`src/sv/dif_pkg.sv`:
```
`timescale 1ns / 1ps

package dif_pkg;

  // item commands
  localparam logic [1:0] CMD_SERVICE = 2'd0;
  localparam logic [1:0] CMD_WRITE   = 2'd1;
  localparam logic [1:0] CMD_START   = 2'd2;

  // panel command bytes
  localparam logic [7:0] PNL_COL_ADDR  = 8'h2A;
  localparam logic [7:0] PNL_MEM_WRITE = 8'h2C;
  localparam logic [7:0] PNL_SLEEP_OUT = 8'h11;
  localparam logic [7:0] PNL_SETUP_A   = 8'h4C;
  localparam logic [7:0] PNL_SETUP_B   = 8'h4D;
  localparam logic [7:0] PNL_SETUP_C   = 8'h4E;
  localparam logic [7:0] BLANK_BYTE    = 8'hFF;

  // start-up timing in ms
  localparam logic [31:0] DL_RESET      = 32'd50;
  localparam logic [31:0] DL_AFTER_CLR  = 32'd10;
  localparam logic [31:0] DL_AFTER_A    = 32'd4;
  localparam logic [31:0] DL_AFTER_B    = 32'd1;
  localparam logic [31:0] DL_AFTER_C    = 32'd500;

  // configuration port
  localparam int unsigned APB_AW = 3;
  localparam logic REG_SHOW_ON_BOOT = 1'b0;  // paddr[2]

  // queue sizes
  localparam int unsigned JOBQ_DEPTH = 4;
  localparam int unsigned JOBQ_PW    = $clog2(JOBQ_DEPTH);
  localparam int unsigned JOBQ_CW    = $clog2(JOBQ_DEPTH + 1);
  localparam int unsigned OQ_DEPTH   = 4;
  localparam int unsigned OQ_PW      = $clog2(OQ_DEPTH);
  localparam int unsigned OQ_CW      = $clog2(OQ_DEPTH + 1);

  typedef enum logic [6:0] {
    ST_RESET_WAIT  = 7'b0000001,
    ST_CLEAR       = 7'b0000010,
    ST_AFTER_CLEAR = 7'b0000100,
    ST_AFTER_A     = 7'b0001000,
    ST_AFTER_B     = 7'b0010000,
    ST_AFTER_C     = 7'b0100000,
    ST_READY       = 7'b1000000
  } stage_e;

  typedef enum logic [3:0] {
    B_CLEAR = 4'b0001,
    B_IDLE  = 4'b0010,
    B_ADDR  = 4'b0100,
    B_BODY  = 4'b1000
  } bstate_e;

  typedef enum logic [2:0] {
    BODY_NONE,
    BODY_FILL,
    BODY_READ,
    BODY_SCRIPT,
    BODY_WRITE
  } body_e;

  typedef enum logic [1:0] {
    SCR_SLEEP,
    SCR_SETUP_A,
    SCR_SETUP_B,
    SCR_SETUP_C
  } script_e;

  typedef struct packed {
    logic       dc;
    logic [7:0] data;
  } word_t;

  typedef struct packed {
    logic        has_addr;
    body_e       body;
    logic [15:0] addr;
    logic [5:0]  count;
    script_e     script;
    logic [7:0]  wdata;
    logic        shown;
  } job_t;

  typedef struct packed {
    logic       dc;
    logic [7:0] data;
    logic       use_mem;
    logic       last;
    logic       shown;
  } emit_t;

  typedef struct packed {
    logic       dc;
    logic [7:0] data;
    logic       shown;
    logic       last;
  } out_word_t;

  function automatic logic [5:0] script_len(script_e s);
    logic [5:0] n;
    case (s)
      SCR_SLEEP:   n = 6'd1;
      SCR_SETUP_A: n = 6'd5;
      SCR_SETUP_B: n = 6'd4;
      SCR_SETUP_C: n = 6'd2;
      default:     n = 6'd1;
    endcase
    return n;
  endfunction

  function automatic word_t script_word(script_e s, logic [5:0] k);
    word_t w;
    w = '{dc: 1'b1, data: 8'h00};
    case (s)
      SCR_SLEEP: begin
        w = '{dc: 1'b0, data: PNL_SLEEP_OUT};
      end
      SCR_SETUP_A: begin
        case (k)
          6'd0:    w = '{dc: 1'b0, data: PNL_SETUP_A};
          6'd1:    w = '{dc: 1'b1, data: 8'h0C};
          default: w = '{dc: 1'b1, data: 8'h00};
        endcase
      end
      SCR_SETUP_B: begin
        case (k)
          6'd0:    w = '{dc: 1'b0, data: PNL_SETUP_B};
          6'd1:    w = '{dc: 1'b1, data: 8'hFF};
          6'd2:    w = '{dc: 1'b1, data: 8'h00};
          default: w = '{dc: 1'b1, data: 8'h7F};
        endcase
      end
      SCR_SETUP_C: begin
        case (k)
          6'd0:    w = '{dc: 1'b0, data: PNL_SETUP_C};
          default: w = '{dc: 1'b1, data: 8'h60};
        endcase
      end
      default: w = '{dc: 1'b1, data: 8'h00};
    endcase
    return w;
  endfunction

endpackage

```
`src/sv/dif_jobq.sv`:
```
`timescale 1ns / 1ps

module dif_jobq (
  input  logic          clk_i,
  input  logic          rst_ni,
  input  logic          push_i,
  input  dif_pkg::job_t job_i,
  output logic          full_o,
  input  logic          pop_i,
  output dif_pkg::job_t job_o,
  output logic          empty_o
);

  dif_pkg::job_t                  mem_q [dif_pkg::JOBQ_DEPTH];
  logic [dif_pkg::JOBQ_PW-1:0]    wptr_q, rptr_q;
  logic [dif_pkg::JOBQ_CW-1:0]    cnt_q, cnt_d;
  logic                           do_push, do_pop;

  assign full_o  = (cnt_q == dif_pkg::JOBQ_CW'(dif_pkg::JOBQ_DEPTH));
  assign empty_o = (cnt_q == '0);
  assign job_o   = mem_q[rptr_q];
  assign do_push = push_i && !full_o;
  assign do_pop  = pop_i && !empty_o;

  always_comb begin
    cnt_d = cnt_q;
    if (do_push && !do_pop) cnt_d = cnt_q + 1'b1;
    else if (do_pop && !do_push) cnt_d = cnt_q - 1'b1;
  end

  always_ff @(posedge clk_i) begin
    if (do_push) mem_q[wptr_q] <= job_i;
  end

  always_ff @(posedge clk_i or negedge rst_ni) begin
    if (!rst_ni) begin
      wptr_q <= '0;
      rptr_q <= '0;
      cnt_q  <= '0;
    end else begin
      if (do_push) wptr_q <= wptr_q + 1'b1;
      if (do_pop) rptr_q <= rptr_q + 1'b1;
      cnt_q <= cnt_d;
    end
  end

endmodule

```
`config.mk`:
```
export PLATFORM = sky130hd
export DESIGN_NAME = dif_jobq
export DESIGN_NICKNAME = d
export VERILOG_FILES = /design/src/sv/dif_pkg.sv /design/src/sv/dif_jobq.sv
export SDC_FILE = /design/constraint.sdc
export NUM_CORES = 1
export LEC_CHECK = 0
export ABC_CLOCK_PERIOD_IN_PS = 2800
export BUFFER_PORTS_ARGS = -buffer_cell sky130_fd_sc_hd__clkbuf_2
export CORE_AREA = 4 4 120 122
export CTS_CLUSTER_SIZE = 8
export DETAILED_ROUTE_END_ITERATION = 7
export DIE_AREA = 0 0 124 126
export PLACE_DENSITY_LB_ADDON = 0.2
export SYNTH_ARGS = -nofsm -noshare
export SYNTH_HDL_FRONTEND = slang
export SYNTH_SLANG_ARGS = --single-unit
```
`constraint.sdc`:
```
create_clock -name clk_i -period 2.8 [get_ports clk_i]
set_input_delay 0.28 -clock clk_i [delete_from_list [all_inputs] [get_ports clk_i]]
set_output_delay 0.28 -clock clk_i [all_outputs]
set_load 0.01 [all_outputs]
```
After elaboration in Yosys (flattened, before gate mapping)
Memory sizes are Yosys's and may differ from the RTL's. Cells that the tools add are included. Widths: inputs -> output; s select.

Logic and storage cells: 23. Memories: 1. Input bits: 41. Register bits: 7. Memory bits (writable): 148. Output and inout port bits: 39.

Memory list: mem_q (words 4, width 37, rd ports 1, clocked after Yosys merged registers in 0, wr ports 1, line dif_jobq.sv:14) `dif_pkg::job_t mem_q [dif_pkg::JOBQ_DEPTH];`.

Equality and inequality tests: 1. Mux-type cells: 4. Reduce and logical (&&, ||, !) cells: 10. $add $sub $neg: 4.

Operators with widths (count): $mux 3 (2); $add 2x1->2 const B (2); $logic_and 1x1->1 (4); $logic_not 1->1 (4); $add 3x1->3 const B (1); $eq 3x3->1 const B (1); $logic_not 3->1 (1); $sub 3x1->3 const B (1); $mux 1 (2); $reduce_bool 2->1 (1).

Depth between registers and ports, before layout
Word-level depth: 7. Gate-level depth with buffers: 9. Depth with buffers taken out: 8.

Least setup slack after synthesis
Ideal clock, no wire load.

Path type: reg-to-reg. Start point: register cnt_q[2] (netlist bit). End point: memory mem_q[0][0] (netlist bit) (enable). Setup slack: 0.673 ns. Buffers on the path: 1. Stages on the path, launching flop included: 5. Clock period less this slack: 2.127 ns. Arrival time: 1.729 ns. Setup time: 0.398 ns. Required time: 2.402 ns. Path through: dfrtp_1 nor3b_2 nor2b_1 buf_2 and2_1.

Cells in the longest elaborated chain, start to end: 5.

Ends and longest elaborated chain: from (decl) (line dif_jobq.sv:16) `logic [dif_pkg::JOBQ_CW-1:0] cnt_q, cnt_d;`; from (signal assigned) (line dif_jobq.sv:43) `cnt_q <= cnt_d;`; $eq 3x3->1 (line dif_jobq.sv:19) `assign full_o = (cnt_q == dif_pkg::JOBQ_CW'(dif_pkg::JOBQ_DEPTH));`; net full_o (line dif_jobq.sv:8) `output logic full_o,`; $logic_not 1->1 (line dif_jobq.sv:22) `assign do_push = push_i && !full_o;`; $logic_and 1x1->1 (line dif_jobq.sv:22); net do_push (line dif_jobq.sv:17) `logic do_push, do_pop;`; $mux 1 (line dif_jobq.sv:32) `if (do_push) mem_q[wptr_q] <= job_i;`; $mux 1 (implied by the code) (line dif_jobq.sv:32); to (decl) (line dif_jobq.sv:14).

The timed path passes the listed nets, and every way through them passes these cells.

==> results_dict.tcl <==
set metrics [dict create \
    core_um2 13200 \
    avgSynthCellArea_um2 25.1 \
    peakVddDrop_mv 0.575 \
    synth-simple-area-share 0.0109 \
    hp-class "in2reg" \
    cts_buffers 17 \
    hold_depth 1 \
    cts_setup_buffers 0 \
    final-seq-area_um2 4620 \
    io_pins 80 \
    final_cell_mix "edfxtp_1 (148), clkbuf_2 (79), mux4_2 (37)" \
    pwr-share-clk 0.305 \
    wl_per_cell_um 20.1 \
    pre_cts_ws_ns 0.659 \
    grt_usage 0.144 \
    finalSetupViolCount 0 \
    fin_tns_setup_ns 0 \
    numPortBuffers 79 \
    mostFrequentLayoutCell "edfxtp_1" \
    drt-total-wl_um 10400 \
    syn_to_final_growth_pct 23.1 \
    initial_core_util 0.436 \
    layout.nets 377 \
    grt_pass1_vias 2889 \
    antennaDiodeCount 0 \
    place_congestion 0.701 \
    synth_fa_ha_area_frac 0.0144 \
    num_vias 2607 \
    cts_buffer_depth 2 \
    ys_ff_latch 155 \
    p_switching_w 0.00219 \
    holdWs_ns 0.0911 \
    grt_pass1_wl_um 16200 \
    setup_slack_ns 0.552 \
    period_needed_ns 2.25 \
    rsz0062_at_grt "no" \
    grt_start_max_net_pins 38 \
    drt-vias-per-instance 5.02 \
    whs_endpoint "mem_q[3][19]" \
    yosys_warnings 0 \
    clock_sinks 155 \
    crit_start "rptr_q[0]" \
    power_leakage_nw 2.49 \
    row_count 42 \
    synth_top_cell_area_share 0.773 \
    worst_slew_pin_slew_ns 0.564 \
    synth_area_leader_cell "edfxtp_1" \
    drc_errors 0 \
    synthesis.nets 276 \
    seqPwrFrac 0.423 \
    cp_data_arrival_time_ns 1.97 \
    overflow 0 \
    r2r_end "cnt_q[2]" \
    startpoint_type "flop" \
    synth_cell_types 20 \
    path_depth 3 \
    h-tree-depth 4 \
    internal_power_w 0.00562 \
    synthXorXnorAreaFrac 0.00914 \
    rrSetupSlack_ns 0.66 \
    antenna_found_initial 0 \
    synth_top_family_by_area "multiplexers" \
    relSlewSlack 0.624 \
    hold_viol 0 \
    timing.final.crit_share 0.803 \
    drive_gt1_frac 0.490 \
    crit_fanout 9 \
    swShare 0.281 \
    reg2reg_from "cnt_q[2]" \
    ys_seq_area_frac 0.803 \
    maxCapViolations 0 \
    cpLargestDelayFamily "flip-flops" \
    power_density_nw_per_um2 1100 \
    cts_tree "built" \
    fmax_ghz 0.445 \
    cpMaxStageDelayCell "dfrtp_2" \
    netlist_instances 229 \
    total_power_w 0.00781 \
    fp.dieH_um 126 \
    cts.clk_slew.worst_paths_ns 0.06 \
    path_buf_inv 2 \
    die_w_um 124 \
    multi_input_area_um2 1060 \
    drtPass1Iterations 4 \
    finalMaxSlewViolations 0 \
    power_frac_comb 0.272 \
    cp.required_ns 2.52 \
    synth_compound_area_frac 0 \
    muxShareOfSynthArea 0.149 \
    crit_type "reg2out" \
    crit_chain "buf_4, mux4_2, clkbuf_2" \
    clk_latency_ns 0.41 \
    fin_worst_skew_ns 0.0102 \
    drtIter0Drc 215 \
    dp_hpwl_um 6630 \
    cp_slowest_stage_delay_ns 0.56 \
    hp-start "job_i[19]" \
    synth_area_um2 5750 \
    root_buffer "clkbuf_16" \
    reg2regPathDepth 8 \
    filler_cell_count 1020 \
    ant_nets 0 \
    outcome "completed" \
    die_area_um2 15600 \
    end_kind "output pin" \
    synth_area_leaders "edfxtp_1 (77%), mux4_2 (14%), dfrtp_1 (3.0%)" \
]
[flip-flops by register name, summed over array words and instances, names as in the netlist]
signal and flops:
mem_q 148, cnt_q 3, rptr_q 2, wptr_q 2
[worst max path at each step]
stage	slack (ns)	end
CTS	0.47	job_o[20]
global placement	0.72	cnt_q[2]
global route	0.41	cnt_q[2]
floorplan	0.67	mem_q[0][0]
detailed placement	0.66	cnt_q[2]
finish	0.55	job_o[4]
[through the flow]
step,util,std cells,area (um2)
floorplan,-,229,5750
CTS,0.536,519,7080
finish,0.536,519,7080
global route,0.536,519,7080
global placement,0.489,486,6440
detailed placement,0.489,486,6440
[what timing repair did]
| action | CTS | global route |
|---|---|---|
| endpoints found under the hold margin | 7 | 0 |
| resized for setup | 0 | 0 |
| hold buffers | 1 | 0 |
[layer usage]
| metal | global-route usage | part of all wire | up-vias | wire, um |
|---|---|---|---|---|
| li1 | - | - | 1162 | - |
| met1 | 0.184 | 0.43 | 1369 | 4500 |
| met2 | 0.225 | 0.50 | 70 | 5220 |
| met3 | 0.0574 | 0.060 | 6 | 626 |
| met4 | 0.0483 | 0.0067 | 0 | 70 |
| met5 | 0 | 0 | - | 0 |
[kinds of logic after synthesis]
logic type,Yosys count
simple gates,10
flops,155
xor+xnor,6
buf+inv,13
mux,39
fa+ha+maj,6
[cell type report]
| type | instances | area share |
|---|---|---|
| timing repair buffer | 91 | 0.0760 |
| clock inverter | 15 | 0.0278 |
| clock buffer | 17 | 0.0601 |
| multi-input combinational | 61 | 0.150 |
| tap | 176 | 0.0311 |
| sequential | 155 | 0.653 |
| inverter | 4 | 0.00212 |
[power by group through the flow]
stage / sequential (W) / clock (W) / combinational (W)
2_1_floorplan: 0.00322 / 0 / 0.00145
3_3_place_gp: 0.00334 / 0 / 0.00218
3_5_place_dp: 0.00336 / 0 / 0.00219
4_1_cts: 0.00332 / 0.00243 / 0.00220
5_1_grt: 0.00336 / 0.00255 / 0.00233
6_report: 0.00330 / 0.00238 / 0.00213
[synthesized netlist by cell type]
cell type	n
nor2b_1	1
buf_6	2
nor3b_2	1
clkbuf_1	1
edfxtp_1	148
mux4_2	37
ha_1	5
nand3_1	1
nor2_1	1
buf_4	2
nand2_1	1
buf_2	4
inv_1	4
and2_1	4
mux2_2	2
fa_1	1
or3_1	1
xor2_1	2
xnor2_1	4
dfrtp_1	7
Power figures use the tool's default switching activity.
